### src/rtl/rsp_pkg.sv
// shared constants, types and gf(256) helpers for the reed-solomon parity encoder
package rsp_pkg;

	localparam int MAX_DEGREE   = 30;
	localparam int MIN_DEGREE   = 7;
	localparam int DEGREE_RESET = 22;
	localparam int CFG_W        = 5;
	localparam int DEG_W        = $clog2(MAX_DEGREE + 1);

	localparam logic [7:0] GF_REDUCE = 8'h1D;
	localparam logic [7:0] GF_ALPHA  = 8'h02;
	localparam logic [7:0] GF_TOPBIT = 8'h80;

	typedef logic [MAX_DEGREE-1:0][7:0] byte_vec_t;

	typedef struct packed {
		logic             busy;
		logic [DEG_W-1:0] degree;
	} gen_stat_t;

	typedef struct packed {
		logic      valid;
		byte_vec_t bytes;
	} par_load_t;

	function automatic logic [7:0] gf_mul(input logic [7:0] a, input logic [7:0] b);
		logic [7:0] z;
		z = '0;
		for (int i = 7; i >= 0; i--) begin
			if ((z & GF_TOPBIT) != 8'd0) begin
				z = (z << 1) ^ GF_REDUCE;
			end else begin
				z = z << 1;
			end
			if (b[i]) begin
				z = z ^ a;
			end
		end
		return z;
	endfunction

	function automatic logic [DEG_W-1:0] eff_degree(input logic [CFG_W-1:0] deg);
		logic [DEG_W-1:0] d;
		if (int'(deg) < MIN_DEGREE) begin
			d = DEG_W'(MIN_DEGREE);
		end else if (int'(deg) > MAX_DEGREE) begin
			d = DEG_W'(MAX_DEGREE);
		end else begin
			d = DEG_W'(deg);
		end
		return d;
	endfunction

endpackage

### src/rtl/rsp_lfsr.sv
// input register and parallel remainder update, one byte per cycle when not stalled
module rsp_lfsr (
	input  logic               clk,
	input  logic               arst_n,
	input  logic               in_valid,
	output logic               in_stall,
	input  logic [7:0]         data_byte,
	input  logic               block_end,
	input  logic               clear,
	input  rsp_pkg::gen_stat_t gen_stat,
	input  rsp_pkg::byte_vec_t coeffs,
	input  logic               load_ok,
	output rsp_pkg::par_load_t load
);

	logic               valid_s1;
	logic [7:0]         data_s1;
	logic               end_s1;
	logic               go;
	logic [7:0]         factor;
	rsp_pkg::byte_vec_t rem_q;
	rsp_pkg::byte_vec_t rem_nxt;

	assign go       = valid_s1 && !gen_stat.busy && (!end_s1 || load_ok);
	assign in_stall = gen_stat.busy || (valid_s1 && !go);
	assign factor   = data_s1 ^ rem_q[0];

	always_comb begin
		for (int j = 0; j < rsp_pkg::MAX_DEGREE - 1; j++) begin
			rem_nxt[j] = rsp_pkg::gf_mul(coeffs[j], factor) ^ rem_q[j+1];
		end
		rem_nxt[rsp_pkg::MAX_DEGREE-1] =
			rsp_pkg::gf_mul(coeffs[rsp_pkg::MAX_DEGREE-1], factor);
	end

	always_ff @(posedge clk or negedge arst_n) begin
		if (!arst_n) begin
			valid_s1 <= 1'b0;
			rem_q    <= '0;
		end else begin
			if (in_valid && !in_stall) begin
				valid_s1 <= 1'b1;
			end else if (go) begin
				valid_s1 <= 1'b0;
			end
			if (clear) begin
				rem_q <= '0;
			end else if (go) begin
				rem_q <= end_s1 ? '0 : rem_nxt;
			end
		end
	end

	always_ff @(posedge clk) begin
		if (in_valid && !in_stall) begin
			data_s1 <= data_byte;
			end_s1  <= block_end;
		end
	end

	assign load.valid = go && end_s1;
	assign load.bytes = rem_nxt;

endmodule

### config.mk
export PLATFORM = sky130hd
export DESIGN_NAME = rsp_lfsr
export DESIGN_NICKNAME = d
export VERILOG_FILES = /design/src/rtl/rsp_pkg.sv /design/src/rtl/rsp_lfsr.sv
export SDC_FILE = /design/constraint.sdc
export NUM_CORES = 2
export LEC_CHECK = 0
export BUFFER_PORTS_ARGS = -buffer_cell sky130_fd_sc_hd__clkbuf_2
export CORE_MARGIN = 5
export CORE_UTILIZATION = 40
export DETAILED_ROUTE_END_ITERATION = 12
export SYNTH_ARGS = -nofsm -noshare
export SYNTH_HDL_FRONTEND = slang
export SYNTH_SLANG_ARGS = --single-unit
### constraint.sdc
create_clock -name clk -period 3.47 [get_ports clk]
set_clock_uncertainty 0.05 [all_clocks]
set_input_delay 0.694 -clock clk [delete_from_list [all_inputs] [get_ports clk]]
set_output_delay 0.694 -clock clk [all_outputs]
set_load 0.01 [all_outputs]
; ---- Yosys cells after proc, flatten, opt, wreduce, memory -nomap -nowiden
; Cells that the tools add are included.
[word_totals]
word_cells = 951
output_inout_bits = 242
regBits = 250
inputBits = 260
[op_classes]
reduce_logical = 13
n_bitwise = 450
mux = 455
[ops]
columns = operator, count
row1 = $mux W8, 240
row2 = $xor A8 B8 Y8, 240
row3 = $mux W5, 210
row4 = $not A4 Y4, 210
row5 = $mux W240, 3
row6 = $logic_and A1 B1 Y1, 5
row7 = $logic_not A1 Y1, 4
row8 = $reduce_bool A2 Y1, 2
row9 = $logic_or A1 B1 Y1, 2
row10 = $mux W1, 2

; ---- Longest topological paths before layout
[depth]
ltp_word = 34
ltp_mapped = 13
ltp_nobuf = 8

; ---- Least setup slack after synthesis
; OpenSTA, ideal clock, no wires.
[synth_path]
path_type = in2out
startpoint = in coeffs[206] (netlist bit)
endpoint = out load[204] (netlist bit)
t_required_ns = 2.726
path_stages = 7
t_arrival_ns = 2.758
setup_slack_ns = -0.032
n_path_buf = 1
path_cell_list = buf_1 -> nand2_1 -> xor2_1 -> xnor3_1 -> xnor2_1 -> xnor2_1 -> xnor3_1
[synth_rtl]
columns = element, line_no
row1 = start: declaration, rsp_lfsr.sv:11  ; input rsp_pkg::byte_vec_t coeffs,
row2 = end: declaration, rsp_lfsr.sv:13  ; output rsp_pkg::par_load_t load

==> results.json <==
{
  "wl_mm": 169,
  "syn_inst": 5377,
  "maxCapViolCount": 0,
  "area_growth_pct": 41.5,
  "met2_length_mm": 78.5,
  "syn_avg_cell_area_um2": 7.60,
  "crit_chain": "buf_6 -> xor2_4 -> buf_12 -> buf_12 -> nand2_8 -> buf_12 -> o21ai_2 -> a32oi_1 -> xnor3_2 -> xnor2_2 -> buf_6 -> xnor2_4 -> buf_6 -> clkbuf_8",
  "dr.pass1.iters": 6,
  "die-height_um": 330,
  "io_buffers": 496,
  "post-route-period-util_pct": 123,
  "synth_fp_nets": 5637,
  "critPathSlowestCell": "xnor3_2",
  "placed_area_mm2": 0.0505,
  "clk_pin_slew_ps": 60,
  "synth_cell_type_count": 40,
  "dieWidth_um": 330,
  "cts_buffers": 38,
  "viasPerCell": 5.23,
  "wl_met3_mm": 14.3,
  "gp_congestion": 0.931,
  "slew_headroom_pct": 53.6,
  "initial_core_util_pct": 40.2,
  "layout_min_cycle_time_ps": 4260,
  "critPathKind": "reg2out",
  "setup_tns_ps": -144170,
  "setup-violations-final": 240,
  "route.top_layer_used": "met5",
  "worstSetupEndpointType": "output port",
  "gr-total-overflow": 0,
  "met1Wirelength_mm": 68.8,
  "layout-drive-gt1-share_pct": 32.0,
  "drc": 0,
  "grt_start_max_net_pins": 92,
  "crit_fanout": 8,
  "std_cell_rows": 117,
  "fin_ws_ps": -788,
  "fillerInstances": 9003,
  "cts_buffer_depth": 3,
  "yosysWarnings": 0,
  "die_area_mm2": 0.109,
  "crit_required_ps": 2730,
  "nNetsFinal": 6754,
  "crit_family": "buffers and inverters",
  "timing.final.hold_violations": 0,
  "cts_tree": "done",
  "ioPinCount": 502,
  "antenna_found_initial": 24,
  "track_usage_pct": 29.2,
  "core_mm2": 0.102,
  "arrival_ps": 3510,
  "drt_iter0_markers": 3979,
  "status": "complete, but fails checks",
  "h-tree-depth": 2,
  "worst_pin_slew_ps": 696,
  "grt_pass1_vias": 39900,
  "ant_nets": 0,
  "rsz0062_at_grt": "yes",
  "cpPeakStageDelay_ps": 510,
  "violations": "negative setup slack",
  "seq_area_frac_synth_pct": 15.4,
  "fin_area_mm2": 0.0578,
  "hpwl_mm": 119,
  "ys_ff_latch": 250,
  "seq_area_mm2": 0.00631,
  "slew_viol_final": 0,
  "grt_pass1_wl_mm": 246,
  "hold_path_class": "in2reg",
  "start_kind": "flop",
  "clock_latency_ps": 600,
  "multi_input_area_mm2": 0.0354,
  "crit_buf_inv": 7,
  "routedWlPerCell_um": 21.4,
  "max_freq_ghz": 0.235,
  "clock_sinks": 250,
  "clk_root_buffer_cell": "clkbuf_16",
  "via_count": 41300,
  "syn_area_mm2": 0.0409
}
-- cells by family after synthesis --
kind of cell / count (synthesis) / synth area share (%)
buffers and inverters: 519 / 5.73
AND/OR/NAND/NOR: 1861 / 17.2
multiplexers: 6 / 0.153
flip-flops: 250 / 15.4
XOR/XNOR: 2285 / 52.9
AO/OA/AOI/OAI: 456 / 8.66
-- worst register-to-register path: stages (launching register included) --
cell,delay [ps]
edfxtp_1,490
xor2_4,270
buf_12,210
buf_6,230
nand2_1,120
xor2_2,200
xnor3_1,340
xor2_1,150
buf_4,170
xnor2_4,200
xnor2_2,130
buf_4,150
buf_4,120
buf_4,130
a22o_1,200
-- flip-flops by register name, summed over array words and instances, names as in the netlist --
signal,count
data_s1,8
end_s1,1
rem_q,240
valid_s1,1
-- cell type report --
cell class / instances / area share, %
inverters: 6 / 0.0389
diodes: 20 / 0.0865
clock inverters: 23 / 0.541
flip-flops and latches: 250 / 10.9
repair buffers: 1590 / 22.5
multi-input cells: 4608 / 61.1
well taps: 1368 / 2.96
clock buffers: 47 / 1.86
-- path summary, 6_finish.rpt --
check	from	to	slack [ps]	cells past startpoint
setup reg to reg	data_s1[3]	rem_q[51]	180	14
max in group asynchronous	arst_n	rem_q[64]	1900	3
min in group asynchronous	arst_n	rem_q[12]	590	2
setup / recovery	data_s1[6]	load[210]	-790	14
hold / removal	block_end	end_s1	220	1
hold reg to reg	rem_q[148]	rem_q[148]	470	1
-- Yosys cell counts, drive strengths merged --
library cell  number  area share [%]
nor2              94            0.86
a31oi              1           0.015
o21ai            100             1.2
a21boi             2           0.037
o211ai             2           0.037
xnor3             84             4.6
nand3b             1           0.018
inv                6           0.055
nor4b              1           0.021
nand3              1           0.012
mux2               2           0.055
a22o             240             5.1
a21oi             11            0.13
xor2             540              12
edfxtp             9            0.66
a32oi             74             1.6
nand2           1752              16
nor2b              6           0.092
a22oi             12            0.23
xnor2           1659              36
mux2i              4           0.098
xor3               2            0.12
clkbuf           258             2.4
or2                1           0.015
a221oi             5            0.11
o21a               2           0.037
o22ai              6           0.092
and2               1           0.015
a21o               1           0.018
dfrtp            241              15
nand2b             1           0.015
nor3               3           0.037
buf              255             3.3
-- through the flow --
step	instances	worst slack, ps	hold slack, ps	utilization [%]
after floorplan	5377	16.7	348	-
after global placement	7610	-266	452	49.7
after detailed placement	7610	-295	451	49.7
after CTS	7802	-746	177	54.5
after global routing	7903	-895	203	56.9
final	7912	-788	216	56.9
-- per-layer routing --
metal	vias up	global-route usage, %
met2	1917	47.7
met5	-	0
li1	19000	-
met1	20000	38.6
met4	14	11.3
met3	404	4.83
-- cells in the final DEF, fill, tap and decap left out, drive strengths merged, types with 20 or more instances in the layout --
cell,count
a22o,240
a32oi,74
clkbuf,517
diode,20
nand2,1752
xnor3,84
xor2,540
dfrtp,241
nor2,94
buf,1112
xnor2,1659
o21ai,100
-- timing repair --
item                                    4_1_cts  5_1_grt
hold endpoints to repair                     19        0
pin swaps                                   183      154
cloned                                       16       14
hold buffers                                  1        0
resized for setup                           351      289
endpoints found under the setup margin      240      240
setup buffers                               105       80
Power is not shown: default switching activity piles up to over one toggle a cycle in this logic, so the estimate is an artifact.
