===== src/rtl/rsp_pkg.sv =====
// shared constants, types and gf(256) helpers for the reed-solomon parity encoder
package rsp_pkg;

	localparam int MAX_DEGREE   = 30;
	localparam int MIN_DEGREE   = 7;
	localparam int DEGREE_RESET = 22;
	localparam int CFG_W        = 5;
	localparam int DEG_W        = $clog2(MAX_DEGREE + 1);

	localparam logic [7:0] GF_REDUCE = 8'h1D;
	localparam logic [7:0] GF_ALPHA  = 8'h02;
	localparam logic [7:0] GF_TOPBIT = 8'h80;

	typedef logic [MAX_DEGREE-1:0][7:0] byte_vec_t;

	typedef struct packed {
		logic             busy;
		logic [DEG_W-1:0] degree;
	} gen_stat_t;

	typedef struct packed {
		logic      valid;
		byte_vec_t bytes;
	} par_load_t;

	function automatic logic [7:0] gf_mul(input logic [7:0] a, input logic [7:0] b);
		logic [7:0] z;
		z = '0;
		for (int i = 7; i >= 0; i--) begin
			if ((z & GF_TOPBIT) != 8'd0) begin
				z = (z << 1) ^ GF_REDUCE;
			end else begin
				z = z << 1;
			end
			if (b[i]) begin
				z = z ^ a;
			end
		end
		return z;
	endfunction

	function automatic logic [DEG_W-1:0] eff_degree(input logic [CFG_W-1:0] deg);
		logic [DEG_W-1:0] d;
		if (int'(deg) < MIN_DEGREE) begin
			d = DEG_W'(MIN_DEGREE);
		end else if (int'(deg) > MAX_DEGREE) begin
			d = DEG_W'(MAX_DEGREE);
		end else begin
			d = DEG_W'(deg);
		end
		return d;
	endfunction

endpackage


===== src/rtl/rsp_out.sv =====
// parity shift buffer that sends one parity byte per beat
module rsp_out (
	input  logic                      clk,
	input  logic                      arst_n,
	input  rsp_pkg::par_load_t        load,
	input  logic [rsp_pkg::DEG_W-1:0] degree,
	output logic                      load_ok,
	output logic                      out_valid,
	input  logic                      out_stall,
	output logic [7:0]                parity_byte,
	output logic                      parity_last
);

	rsp_pkg::byte_vec_t        par_q;
	logic [rsp_pkg::DEG_W-1:0] cnt_q;
	logic                      beat;

	assign out_valid   = cnt_q != '0;
	assign beat        = out_valid && !out_stall;
	assign parity_last = cnt_q == rsp_pkg::DEG_W'(1);
	assign parity_byte = par_q[0];
	assign load_ok     = !out_valid || (parity_last && !out_stall);

	always_ff @(posedge clk or negedge arst_n) begin
		if (!arst_n) begin
			cnt_q <= '0;
		end else if (load.valid) begin
			cnt_q <= degree;
		end else if (beat) begin
			cnt_q <= cnt_q - rsp_pkg::DEG_W'(1);
		end
	end

	always_ff @(posedge clk) begin
		if (load.valid) begin
			par_q <= load.bytes;
		end else if (beat) begin
			for (int j = 0; j < rsp_pkg::MAX_DEGREE - 1; j++) begin
				par_q[j] <= par_q[j+1];
			end
		end
	end

endmodule


===== config.mk =====
export PLATFORM = sky130hd
export DESIGN_NAME = rsp_out
export DESIGN_NICKNAME = d
export VERILOG_FILES = /design/src/rtl/rsp_pkg.sv /design/src/rtl/rsp_out.sv
export SDC_FILE = /design/constraint.sdc
export NUM_CORES = 1
export LEC_CHECK = 0
export BUFFER_PORTS_ARGS = -buffer_cell sky130_fd_sc_hd__buf_2
export CAP_MARGIN = 25
export CORE_MARGIN = 3
export CORE_UTILIZATION = 25
export CTS_BUF_LIST = sky130_fd_sc_hd__clkbuf_8
export DETAILED_ROUTE_END_ITERATION = 10
export PLACE_DENSITY = 0.43
export SLEW_MARGIN = 20
export SYNTH_ARGS = -nofsm -noshare
export SYNTH_HDL_FRONTEND = slang
export SYNTH_SLANG_ARGS = --single-unit

===== constraint.sdc =====
create_clock -name clk -period 23.4 [get_ports clk]
set_input_delay 4.68 -clock clk [delete_from_list [all_inputs] [get_ports clk]]
set_output_delay 4.68 -clock clk [all_outputs]
set_load 0.05 [all_outputs]

* Word level (Yosys, flattened, before mapping) *
Index checks and enable logic that the tools add are counted.

operators by class
  muxes and demuxes = 4
  reduce and logical (&&, ||, !) cells = 7
  equality and inequality tests = 1
  add/subtract/negate cells = 1

operators with widths
  cell                                                                    number
  232-bit two-way mux                                                     2
  5-bit two-way mux                                                       2
  5-bit by 1-bit equality test with 1-bit output (second input constant)  1
  5-bit nonzero test                                                      1
  5-bit by 1-bit subtractor with 5-bit output (second input constant)     1
  1-bit logical AND                                                       2
  1-bit logical NOT                                                       2
  2-bit nonzero test                                                      1
  1-bit logical OR                                                        1

storage, ports and cells
  word-level logic and storage cells = 44
  output and inout bits = 11
  bits in registers = 245

* Longest topological paths before layout *
  depth in word-level cells = 4
  depth in mapped cells = 6
  depth with buffers taken out = 6

* Worst setup path after synthesis *
No wires, ideal clock.

  path kind = input-to-reg
  from = in out_stall
  to = reg par_q[100] (netlist name) (enable)
  path buffers = 0
  setup time = 1.145 ns
  stages = 1
  setup slack = 1.414 ns
  arrival time = 20.841 ns
  path through = o21ai_0

between the ends
  longest elaborated chain between the ends = 3

ends and longest elaborated chain
  element                              RTL line       source
  start, declared                      rsp_out.sv:9   input logic out_stall,
  1-bit logical NOT                    rsp_out.sv:19  assign beat = out_valid && !out_stall;
  1-bit logical AND                    rsp_out.sv:19
  2-bit nonzero test (no source line)  --
  end signal, assigned                 rsp_out.sv:36  par_q <= load.bytes;
  end signal, assigned by index        rsp_out.sv:39  par_q[j] <= par_q[j+1];
  end, declared                        rsp_out.sv:14  rsp_pkg::byte_vec_t par_q;

Every way passes these cells.
A chain may end at the register's enable or synchronous reset.

* Final worst setup path *
  from = in out_stall
  to = out load_ok

between the ends
  longest elaborated chain between the ends = 3

ends and longest elaborated chain
  element            RTL line       source
  1-bit logical NOT  rsp_out.sv:22  assign load_ok = !out_valid || (parity_last && !out_stall);
  1-bit logical AND  rsp_out.sv:22
  1-bit logical OR   rsp_out.sv:22
  end, declared      rsp_out.sv:7   output logic load_ok,

Every way passes these cells.

==> out/qor_table.md <==
| Group | Item | This run |
|---|---|---|
| sta | Final Hold Viols | 0 |
| critical path | CP Launch Point | out_stall |
| critical path | FF-to-FF Start | cnt_q[0] |
| outcome | Result of the run | finished clean |
| detailed routing | Initial DRT Pass Iterations | 4 |
| sta | Final total negative setup slack | 0 ps |
| power and ir drop | Clock power share | 37.6% |
| layout | Net count reported at finish | 1071 |
| power and ir drop | Sw power | 238.1 uW |
| clocking | Maximum number of buffers from clock root to sink | 3 |
| logic synthesis | Synthesis warning total | 0 |
| layout | Sequential cell area in the final layout | 0.007332 sq mm |
| power and ir drop | Peak supply drop | 39.01 uV |
| critical path | FF-to-FF setup slack | 20260 ps |
| grt | Vias in the first global route | 6375 |
| die | Effective utilization at floorplan | 25.70% |
| sta | Max_slew headroom | 25.47% |
| critical path | Critical path capture point type | primary output |
| logic synthesis | Post-synthesis sequential area ratio | 70.84% |
| layout | Number of filler cells placed in the layout | 4015 |
| detailed routing | Antenna-violating nets left | 0 |
| logic synthesis | Post-Synthesis Mean Instance Area | 19.06 sq um |
| logic synthesis | Post-synthesis instance area | 0.01035 sq mm |
| detailed routing | DRC violations left | 0 |
| placed design | Quantity of I/O buffers inserted on ports | 259 |
| critical path | CP Class | input port to primary output |
| logic synthesis | Most instantiated flip-flop cell in the synthesis netlist | edfxtp_1 |
| sta | Min Clock Period, post-route | 9972 ps |
| die | Die height | 209.5 microns |
| layout | Synth-to-Final Area Change | 26.38% |
| detailed routing | Mean routed wirelength per cell | 17.18 microns |
| power and ir drop | Fraction of power consumed by sequential logic | 53.0% |
| clocking | Post-CTS setup buffers | 0 |
| logic synthesis | Synth Net Count | 794 |
| sta | Final setup violation count | 0 |
| critical path | Crit start category | input port |
| clocking | Cell at the root of the clock tree | clkbuf_8 |
| sta | Final Max Tran Viols | 0 |
| placed design | Dpl hpwl | 15.63 mm |
| sta | Final Hold Slack | 542.9 ps |
| min path | Worst min-delay path startpoint | par_q[99] |
| critical path | Capture instance of the worst register-to-register path | par_q[50] |
| logic synthesis | Fraction of post-synthesis cell area in the top cell type by area | 69.63% |
| detailed routing | Post-detailed-route via-to-cell ratio | 4.123 |
| power and ir drop | Sw Ratio | 22.64% |
| logic synthesis | Most area-hungry cell type in the Yosys netlist | edfxtp_1 |
| sta | F_max | 100.3 MHz |
| min path | Class of the tightest hold or removal check | flip-flop to flip-flop |
| clocking | Htree depth | 2 |
| grt | Maximum number of pins on one net before global-route repair | 171 |
| layout | Most frequent cells in the layout | 258 x buf_2, 240 x edfxtp_1, 232 x mux2_2 |
| sta | Worst-margin pin slew | 1118 ps |
| clocking | Clk pin slew, worst setup/hold paths | 50 ps |
| power and ir drop | Overall power after layout | 1.052 mW |
| logic synthesis | Ys async rst share | 2.041% |
| sta | Worst-case clock skew | 23.34 ps |
| logic synthesis | Number of flops mapped to enable cells by yosys | 240 |
| layout | Most common cell after layout, fill and taps aside | buf_2 |
| layout | Area of the multi-input gates | 0.002818 sq mm |
| placed design | Post-placement cell count | 1297 |
| critical path | Arrival time of the worst setup path | 5290 ps |
| critical path | Data required time of the critical path | 18720 ps |
| logic synthesis | Top post-synthesis cells by area | edfxtp_1 70%, mux2_2 25%, dfrtp_1 1.2% |
| power and ir drop | Part of the power in combinational logic | 9.4% |
| placed design | Routability cong. | 0.7074 |
| logic synthesis | Count of distinct cell types in the synthesized netlist | 28 |
| min path | Worst hold stages | 1 |
| power and ir drop | Internal power contribution | 813.7 uW |
| detailed routing | DR vias | 5714 |
| power and ir drop | PD cells | 80.42 mW/mm^2 |
| die | Die area | 0.04388 sq mm |
| clocking | Clk_lat worst skew | 580 ps |
| die | IO Pins | 260 |
| grt | Number of antenna violations at the first check in global routing | 12 |
| sta | Final period utilization | 42.62% |
| clocking | Number of gates resized after cts | 0 |
| power and ir drop | Leakage | 5.095 nW |
| detailed routing | Final routed wirelength across all metal layers | 23.81 mm |
| critical path | Depth of the worst register-to-register path | 6 |
| critical path | Worst setup path end | load_ok |
| sta | Setup repair after global routing missed its margin | false |
| die | Total core area | 0.04028 sq mm |
| clocking | Count of hold buffers inserted by post-cts repair | 0 |
| clocking | TritonCTS clock tree | built |
| layout | Finished Layout Cells | 1386 |
| layout | Utilization after layout | 32.47% |
| grt | Gr ovfl total | 0 |
| die | Site Rows | 73 |
| critical path | Largest fanout of any net on the critical path | 5 |
| run | Number of violations of the max-capacitance limit | 0 |
| logic synthesis | Number of register bits inferred by synthesis | 245 |
| die | Chip Width | 209.5 microns |
| clocking | Number of sinks handled by clock tree synthesis | 245 |
| detailed routing | Drt first-iter violations | 248 |
| logic synthesis | Number of instances in the synthesized netlist | 543 |
| clocking | Total CTS buffers | 46 |
| layout | Fraction of final layout cells sized beyond drive strength 1 | 65.77% |
| grt | GRT Total Usage | 10.75% |
| grt | First-pass GRT wire length | 36.49 mm |
[power groups by stage]
stage | Sequential [mW] | Clock [mW] | Combinational (mW)
2_1_floorplan | 0.575 | 0 | 0.0684
3_3_place_gp | 0.568 | 0 | 0.0998
3_5_place_dp | 0.567 | 0 | 0.101
4_1_cts | 0.559 | 0.421 | 0.102
5_1_grt | 0.563 | 0.440 | 0.110
6_report | 0.557 | 0.396 | 0.0990
[flip-flops by register name (all words and copies together) (netlist names)]
| signal | cells |
|---|---|
| cnt_q | 5 |
| par_q | 232 |
| parity_byte | 8 |
[per-stage QoR]
step | setup slack [ps] | area [sq um]
after floorplan | 1414 | 10350
after global placement | 13440 | 12190
after detailed placement | 13430 | 12190
after CTS | 13430 | 13070
after global routing | 13400 | 13070
final | 13430 | 13080
[cell usage after synthesis, types with 2 or more instances]
| master | instances |
|---|---|
| inv_1 | 5 |
| clkbuf_1 | 5 |
| buf_2 | 22 |
| mux2_2 | 232 |
| nand2_1 | 3 |
| edfxtp_1 | 240 |
| a21oi_1 | 2 |
| dfrtp_1 | 5 |
| o21ai_0 | 2 |
| ha_1 | 2 |
| buf_4 | 8 |
[worst min-delay path by stage]
stage                 endpoint  slack (ps)
floorplan           par_q[228]         520
global placement    par_q[124]         530
detailed placement  par_q[131]         530
CTS                 par_q[142]         550
global route         par_q[59]         540
finish               par_q[91]         540
[routing by layer]
metal	up-vias	share of wire (%)	track usage, %
li1	2691	-	-
met1	2767	41	12.68
met2	178	47	17.03
met3	62	8.8	4.843
met4	16	2.7	4.503
met5	-	0.43	0
[critical path, stage by stage]
cell and delay (ps):
buf_2 140, inv_1 110, a21o_1 110, buf_2 250
[cell families after synthesis]
kind of cell               after synthesis  share of synthesized area, %
and+or+nand+nor                         12                        0.7737
adders and majority gates                2                        0.2417
buffers and inverters                   41                         2.043
AOI/OAI and AO/OA                       11                        0.8584
muxes                                  232                         25.24
DFF                                    245                         70.84
[cell type report]
type                       count  area share [%]
inverter                       6          0.1722
multi-input combinational    257           21.54
antenna                        5         0.09566
tap                          525           5.022
clock buffer                  56           5.893
clock inverter                28          0.8514
timing repair buffer         264           10.37
sequential                   245           56.06
Note: power is estimated with default switching activity, not from simulation.
