--- src/rtl/rsp_pkg.sv ---
// shared constants, types and gf(256) helpers for the reed-solomon parity encoder
package rsp_pkg;

	localparam int MAX_DEGREE   = 30;
	localparam int MIN_DEGREE   = 7;
	localparam int DEGREE_RESET = 22;
	localparam int CFG_W        = 5;
	localparam int DEG_W        = $clog2(MAX_DEGREE + 1);

	localparam logic [7:0] GF_REDUCE = 8'h1D;
	localparam logic [7:0] GF_ALPHA  = 8'h02;
	localparam logic [7:0] GF_TOPBIT = 8'h80;

	typedef logic [MAX_DEGREE-1:0][7:0] byte_vec_t;

	typedef struct packed {
		logic             busy;
		logic [DEG_W-1:0] degree;
	} gen_stat_t;

	typedef struct packed {
		logic      valid;
		byte_vec_t bytes;
	} par_load_t;

	function automatic logic [7:0] gf_mul(input logic [7:0] a, input logic [7:0] b);
		logic [7:0] z;
		z = '0;
		for (int i = 7; i >= 0; i--) begin
			if ((z & GF_TOPBIT) != 8'd0) begin
				z = (z << 1) ^ GF_REDUCE;
			end else begin
				z = z << 1;
			end
			if (b[i]) begin
				z = z ^ a;
			end
		end
		return z;
	endfunction

	function automatic logic [DEG_W-1:0] eff_degree(input logic [CFG_W-1:0] deg);
		logic [DEG_W-1:0] d;
		if (int'(deg) < MIN_DEGREE) begin
			d = DEG_W'(MIN_DEGREE);
		end else if (int'(deg) > MAX_DEGREE) begin
			d = DEG_W'(MAX_DEGREE);
		end else begin
			d = DEG_W'(deg);
		end
		return d;
	endfunction

endpackage

--- src/rtl/rsp_gen.sv ---
// generator polynomial builder, one root multiplied in per cycle
module rsp_gen (
	input  logic                      clk,
	input  logic                      arst_n,
	input  logic                      cfg_wr,
	input  logic [rsp_pkg::CFG_W-1:0] parity_degree,
	output rsp_pkg::byte_vec_t        coeffs,
	output rsp_pkg::gen_stat_t        stat
);

	logic [rsp_pkg::CFG_W-1:0] deg_q;
	logic                      load_q;
	logic [rsp_pkg::DEG_W-1:0] cnt_q;
	logic [7:0]                root_q;
	rsp_pkg::byte_vec_t        coeff_q;
	rsp_pkg::byte_vec_t        coeff_nxt;
	logic [rsp_pkg::DEG_W-1:0] d;
	logic [rsp_pkg::DEG_W-1:0] top_idx;

	assign d       = rsp_pkg::eff_degree(deg_q);
	assign top_idx = d - rsp_pkg::DEG_W'(1);

	always_comb begin
		for (int j = 0; j < rsp_pkg::MAX_DEGREE - 1; j++) begin
			coeff_nxt[j] = rsp_pkg::gf_mul(coeff_q[j], root_q) ^ coeff_q[j+1];
		end
		coeff_nxt[rsp_pkg::MAX_DEGREE-1] =
			rsp_pkg::gf_mul(coeff_q[rsp_pkg::MAX_DEGREE-1], root_q);
	end

	always_ff @(posedge clk or negedge arst_n) begin
		if (!arst_n) begin
			deg_q  <= rsp_pkg::CFG_W'(rsp_pkg::DEGREE_RESET);
			load_q <= 1'b1;
			cnt_q  <= '0;
			root_q <= 8'd1;
		end else if (cfg_wr) begin
			deg_q  <= parity_degree;
			load_q <= 1'b1;
			cnt_q  <= '0;
		end else if (load_q) begin
			load_q <= 1'b0;
			cnt_q  <= d;
			root_q <= 8'd1;
		end else if (cnt_q != '0) begin
			cnt_q  <= cnt_q - rsp_pkg::DEG_W'(1);
			root_q <= rsp_pkg::gf_mul(root_q, rsp_pkg::GF_ALPHA);
		end
	end

	always_ff @(posedge clk) begin
		if (load_q) begin
			for (int j = 0; j < rsp_pkg::MAX_DEGREE; j++) begin
				coeff_q[j] <= (rsp_pkg::DEG_W'(j) == top_idx) ? 8'd1 : 8'd0;
			end
		end else if (cnt_q != '0) begin
			coeff_q <= coeff_nxt;
		end
	end

	assign coeffs      = coeff_q;
	assign stat.busy   = load_q || (cnt_q != '0);
	assign stat.degree = d;

endmodule

--- config.mk ---
export PLATFORM = sky130hd
export DESIGN_NAME = rsp_gen
export DESIGN_NICKNAME = d
export VERILOG_FILES = /design/src/rtl/rsp_pkg.sv /design/src/rtl/rsp_gen.sv
export SDC_FILE = /design/constraint.sdc
export NUM_CORES = 2
export LEC_CHECK = 0
export ABC_AREA = 1
export BUFFER_PORTS_ARGS = -buffer_cell sky130_fd_sc_hd__buf_4
export CORE_ASPECT_RATIO = 1.75
export CORE_MARGIN = 8
export CORE_UTILIZATION = 38
export CTS_BUF_LIST = sky130_fd_sc_hd__clkbuf_16
export DETAILED_ROUTE_END_ITERATION = 12
export PLACE_DENSITY = 0.59
export SYNTH_ARGS = -nofsm -noshare
export SYNTH_HDL_FRONTEND = slang
export SYNTH_SLANG_ARGS = --single-unit
export TNS_END_PERCENT = 1
--- constraint.sdc ---
create_clock -name clk -period 17.78 [get_ports clk]
set_clock_uncertainty 0.15 [all_clocks]
set_input_delay 1.778 -clock clk [delete_from_list [all_inputs] [get_ports clk]]
set_output_delay 1.778 -clock clk [all_outputs]
set_load 0.02 [all_outputs]
Word level (Yosys, flattened, before mapping)
Index checks and enable logic that the tools add are counted.
{"block": "totals", "word_cells": 1052, "output_inout_bits": 246, "reg_bits": 259}
{"block": "op_classes", "n_lt_le_gt_ge": 2, "muxes": 521, "add_sub_neg": 2, "n_eq_ne": 29, "n_reduce_logical": 6, "n_bitwise": 458}
{"operator": "8-bit two-way mux", "n": 266}
{"operator": "8-bit XOR", "n": 240}
{"operator": "5-bit two-way mux", "n": 222}
{"operator": "4-bit NOT", "n": 217}
{"operator": "240-bit two-way mux", "n": 2}
{"operator": "5-bit equality test (first input constant)", "n": 14}
{"operator": "4-bit by 5-bit equality test with 1-bit output (first input constant)", "n": 8}
{"operator": "1-bit two-way mux", "n": 31}
{"operator": "3-bit by 5-bit equality test with 1-bit output (first input constant)", "n": 4}
{"operator": "2-bit by 5-bit equality test with 1-bit output (first input constant)", "n": 2}
{"operator": "5-bit by 1-bit subtractor with 5-bit output (second input constant)", "n": 2}
{"operator": "1-bit by 5-bit equality test with 1-bit output (first input constant)", "n": 1}
{"operator": "5-bit > comparator (second input constant)", "n": 1}
{"operator": "5-bit logical NOT", "n": 1}
{"operator": "5-bit by 3-bit < comparator with 1-bit output (second input constant)", "n": 1}
{"operator": "5-bit nonzero test", "n": 1}
{"operator": "3-bit nonzero test", "n": 1}
{"operator": "2-bit AND reduction", "n": 1}
{"operator": "2-bit nonzero test", "n": 1}
{"operator": "1-bit logical OR", "n": 1}
{"operator": "1-bit NOT", "n": 1}

Logic depth before layout (Yosys ltp)
{"block": "depth", "word_depth": 42, "ltp_mapped": 21}

Least setup slack after synthesis
OpenSTA, ideal clock, no wires.
{"block": "synth_path", "kind": "flip-flop to flip-flop", "startpoint": "register cnt_q[0] (netlist name)", "endpoint": "register cnt_q[0] (netlist name)", "path_stages_with_launch": 6, "required_ns": 17.542, "path_slack_ns": 6.966, "period_less_slack_ns": 10.814, "arrival_ns": 10.576, "cell_sequence": "dfrtp_1 -> inv_1 -> ha_1 -> nand4_1 -> or2_2 -> o22ai_1"}
{"block": "synth_between", "elab_chain_len": 4}
{"item": "from (decl)", "line": "rsp_gen.sv:13", "text": "logic [rsp_pkg::DEG_W-1:0] cnt_q;"}
{"item": "from (signal assigned)", "line": "rsp_gen.sv:46", "text": "cnt_q <= cnt_q - rsp_pkg::DEG_W'(1);"}
{"item": "5-bit by 1-bit subtractor with 5-bit output", "line": "rsp_gen.sv:46"}
{"item": "5-bit two-way mux", "line": "rsp_gen.sv:45", "text": "end else if (cnt_q != '0) begin"}
{"item": "5-bit two-way mux", "line": "rsp_gen.sv:41", "text": "end else if (load_q) begin"}
{"item": "5-bit two-way mux", "line": "rsp_gen.sv:37", "text": "end else if (cfg_wr) begin"}
Parallel ways exist; a longest one is shown, timed or not. The select of a mux whose other input is x is not followed.
A chain may end at the register's enable or synchronous reset.

Worst setup path after layout
{"block": "layout_path", "startpoint": "register root_q[7]", "endpoint": "register coeff_q, in the netlist coeffs[11] (data pin)"}
{"block": "layout_between", "elab_chain_len": 25}
{"item": "from (decl)", "line": "rsp_gen.sv:14", "text": "logic [7:0] root_q;"}
{"item": "from (signal assigned)", "line": "rsp_gen.sv:47", "text": "root_q <= rsp_pkg::gf_mul(root_q, rsp_pkg::GF_ALPHA);"}
{"item": "8-bit two-way mux (*)", "line": "rsp_pkg.sv:35", "text": "if (b[i]) begin"}
{"item": "4-bit NOT (no line)"}
{"item": "5-bit two-way mux", "line": "rsp_pkg.sv:30", "text": "if ((z & GF_TOPBIT) != 8'd0) begin"}
{"item": "8-bit XOR", "line": "rsp_pkg.sv:36", "text": "z = z ^ a;"}
{"item": "8-bit two-way mux (*)", "line": "rsp_pkg.sv:35"}
{"item": "4-bit NOT (no line)"}
{"item": "5-bit two-way mux", "line": "rsp_pkg.sv:30"}
{"item": "8-bit XOR", "line": "rsp_pkg.sv:36"}
{"item": "[9 not listed]"}
{"item": "8-bit two-way mux (*)", "line": "rsp_pkg.sv:35"}
{"item": "4-bit NOT (no line) / 8-bit two-way mux (equally long branches)"}
{"item": "5-bit two-way mux (*)", "line": "rsp_pkg.sv:30"}
{"item": "8-bit XOR", "line": "rsp_pkg.sv:36"}
{"item": "8-bit two-way mux (*)", "line": "rsp_pkg.sv:35"}
{"item": "8-bit XOR (*)", "line": "rsp_gen.sv:25", "text": "coeff_nxt[j] = rsp_pkg::gf_mul(coeff_q[j], root_q) ^ coeff_q[j+1];"}
{"item": "240-bit two-way mux (*)", "line": "rsp_gen.sv:56", "text": "end else if (cnt_q != '0) begin"}
{"item": "240-bit two-way mux (*)", "line": "rsp_gen.sv:52", "text": "if (load_q) begin"}
{"item": "to (signal, indexed assignment)", "line": "rsp_gen.sv:54", "text": "coeff_q[j] <= (rsp_pkg::DEG_W'(j) == top_idx) ? 8'd1 : 8'd0;"}
{"item": "to (signal assigned)", "line": "rsp_gen.sv:57", "text": "coeff_q <= coeff_nxt;"}
{"item": "to (decl)", "line": "rsp_gen.sv:15", "text": "rsp_pkg::byte_vec_t coeff_q;"}
Mark *: on every way between the ends. The rest lies on a longest branch, timed or not. The select of a mux whose other input is x is not followed.

==> metrics.csv <==
metric,value,unit
wire_per_inst,17.7,um
dpl.cell_count,9407,
grt_pass1_wl,262000,um
period_share,26.3,%
clkTransAtPathRegs,0.06,ns
drc,0,
final_cells,9476,
holdWs,0.425,ns
startpoint,root_q[7],
cts.sinks,259,
start_kind,register,
crit_required,17.97,ns
synth-async-reset-ratio,7.34,%
synth_seq_cells,259,
cts_root_buf,clkbuf_16,
ys_seq_area_share,16.1,%
r2r-start,root_q[7],
powerDensity,125,mW/mm2
cts_buffers,38,
ys.flop_type,edfxtp_1,
synth-xor-area-share,30.9,%
cp_data_arrival_time,4.87,ns
start_util,38.1,%
cap_violations,0,
synth_area_leaders,"nand2_1 (27%), edfxtp_1 (15%), xnor2_1 (15%)",
hpwl,111000,um
setup_viol,0,
worst_slack,13.10,ns
slowest_stage,dfrtp_4,
tritoncts,done,
comb_power_share,55.1,%
finalPower,0.00637,W
synth_simple_gate_area_share,37.7,%
vias,48200,
min-delay-start,deg_q[0],
p_sw_share,55.5,%
max_slew_margin,22.9,%
post-route-min-period,4.68,ns
crit_chain,buf_4 -> buf_4 -> nand2_1 -> xnor2_4 -> nand2_1 -> nand2_1 -> nand2_1 -> nand3_1 -> nand2_1 -> or2_2 -> nand2_1 -> inv_1 -> nand2_1 -> nand3_1 -> nand2_1 -> nor2_1,
synthCells,7959,
gp_congestion,0.865,
power.switching,0.00354,W
tightest_slew,1.16,ns
grt_max_degree,138,
dr.pass1.iters,7,
via_per_inst,5.09,
synth_area_leader_cell,nand2_1,
drt-total-wl,167000,um
synth_top_cell_area_share,27.5,%
synth-edff-count,240,
drive_above_1_share,5.80,%
die_area,0.137,mm2
nFillCells,13300,
dp_slack,13.13,ns
vdd.ir_drop.worst,0.0000708,V
die_h,484,um
portBuffers,253,
fin_tns_setup,0,ns
layout.nets,7804,
drtIter0Drc,3117,
critPathMaxFanout,66,
slew_viol_final,0,
clk_latency,0.60,ns
grt_pass1_vias,46800,
rsz0062_at_grt,no,
ios,254,
clk_path_buf_depth,3,
p_int,0.00283,W
synth_fa_ha_area_share,0.0525,%
core,0.125,mm2
ant_nets,0,
p_clk_share,12.5,%
hold_path_class,reg -> reg,
synth_area,0.0476,mm2
yosys_warnings,0,
area_delta_synth_final,6.89,%
synth_cell_types,44,
multiInputGateArea,0.0352,mm2
cts.repair.resized,0,
max_freq,214,MHz
grt_overflow,0,
status,"finished, final reports clean",
synth.top_cells.by_count,"nand2_1 (3,490), xnor2_1 (806), xor2_1 (774), inv_1 (652), nand3_1 (522)",
die_w,284,um
row_count,172,
p_seq_share,32.4,%
finalHoldViolations,0,
end_kind,register,
postCtsSetupRepairBufs,0,
grtUsageTotal,23.4,%
postSynthAreaPerCell,5.99,um2
worstSetupPathType,reg -> reg,
synth_most_common_cell,nand2_1,
antenna_found_initial,2,
synthMuxAreaShare,0.0236,%
synth_nets,7969,
synth_top_family_by_area,simple AND/OR/NAND/NOR gates,
synth_compound_area_share,5.26,%
cp_common_cell,nand2_1,
cts_hold_buf,0,
register_area,0.00772,mm2
max_stage_delay,0.91,ns
power.leakage,22.5,nW
htreeDepth,2,
-- cell families (layout without fill, tap and decap cells) --
kind of cell,Yosys count,after routing
AO/OA/AOI/OAI,483,483
buffers and inverters,1154,1017
other,0,1
flip-flops,259,259
multiplexers,1,1
XOR/XNOR,1630,1630
adder cells (fa/ha/maj),2,2
AND/OR/NAND/NOR,4430,4430
-- final timing paths --
| path | end | slack (ns) | cells after the start |
|---|---|---|---|
| worst max-delay path | coeffs[11] | 13.10 | 16 |
| worst min-delay path | deg_q[0] | 0.42 | 2 |
| worst max register to register | coeffs[11] | 13.10 | 16 |
| worst min register to register | deg_q[0] | 0.42 | 2 |
| max in group asynchronous | root_q[1] | 16.25 | 1 |
| min in group asynchronous | deg_q[3] | 0.93 | 1 |
-- final cells by class --
| type | instances | share of cell area [%] |
|---|---|---|
| clock buffer | 41 | 2.01 |
| multi-input combinational | 6546 | 69.1 |
| clock inverter | 27 | 0.349 |
| sequential | 259 | 15.2 |
| antenna | 1 | 0.00491 |
| inverter | 655 | 4.85 |
| tap | 1653 | 4.06 |
| timing repair buffer | 294 | 4.43 |
-- metal layers --
layer,GRT usage (%),up-vias,wire length [um]
li1,-,24000,-
met1,26.0,22700,66600
met2,44.4,1229,85900
met3,3.47,323,9050
met4,8.88,0,5940
met5,0,-,0
-- flip-flops by register name, indices dropped and copies added, names as in the netlist --
register and cells:
deg_q 5, cnt_q 5, root_q 8, coeffs 240, load_q 1
-- placed cells by master (no fill, tap or decap), drive strengths merged, types with 4 or more instances in the layout --
cell       n
nand2   3510
xnor2    844
xor2     777
inv      664
nand3    522
buf      294
a21oi    246
edfxtp   240
nor2     210
o21ai    201
nand3b   106
or2       42
clkbuf    41
nand4     33
clkinv    14
dfrtp     14
o21a      13
o211ai     7
o22ai      7
a21o       5
xnor3      5
dfstp      5
xor3       4
nand2b     4
-- worst max-delay path: cells and delay by family, from the launching register on --
kind	cells	cell delay (ns)
buffers and inverters	3	1.41
DFF	1	0.91
and+or+nand+nor	12	1.50
xor gates and xnor gates	1	0.36
-- metrics by stage --
step	utilization, %	cell area (um2)
final	40.7	50900
after global routing	40.7	50900
after CTS	40.7	50900
after detailed placement	39.8	49700
after global placement	39.8	49700
after floorplan	-	47600
-- power by group through the flow --
| stage | clock, W | combinational (W) | sequential [W] |
|---|---|---|---|
| 2_1_floorplan | 0 | 0.00282 | 0.00147 |
| 3_3_place_gp | 0 | 0.00346 | 0.00207 |
| 3_5_place_dp | 0 | 0.00352 | 0.00207 |
| 4_1_cts | 0.000818 | 0.00353 | 0.00207 |
| 5_1_grt | 0.000831 | 0.00393 | 0.00212 |
| 6_report | 0.000800 | 0.00351 | 0.00207 |
Power figures use the tool's default switching activity.
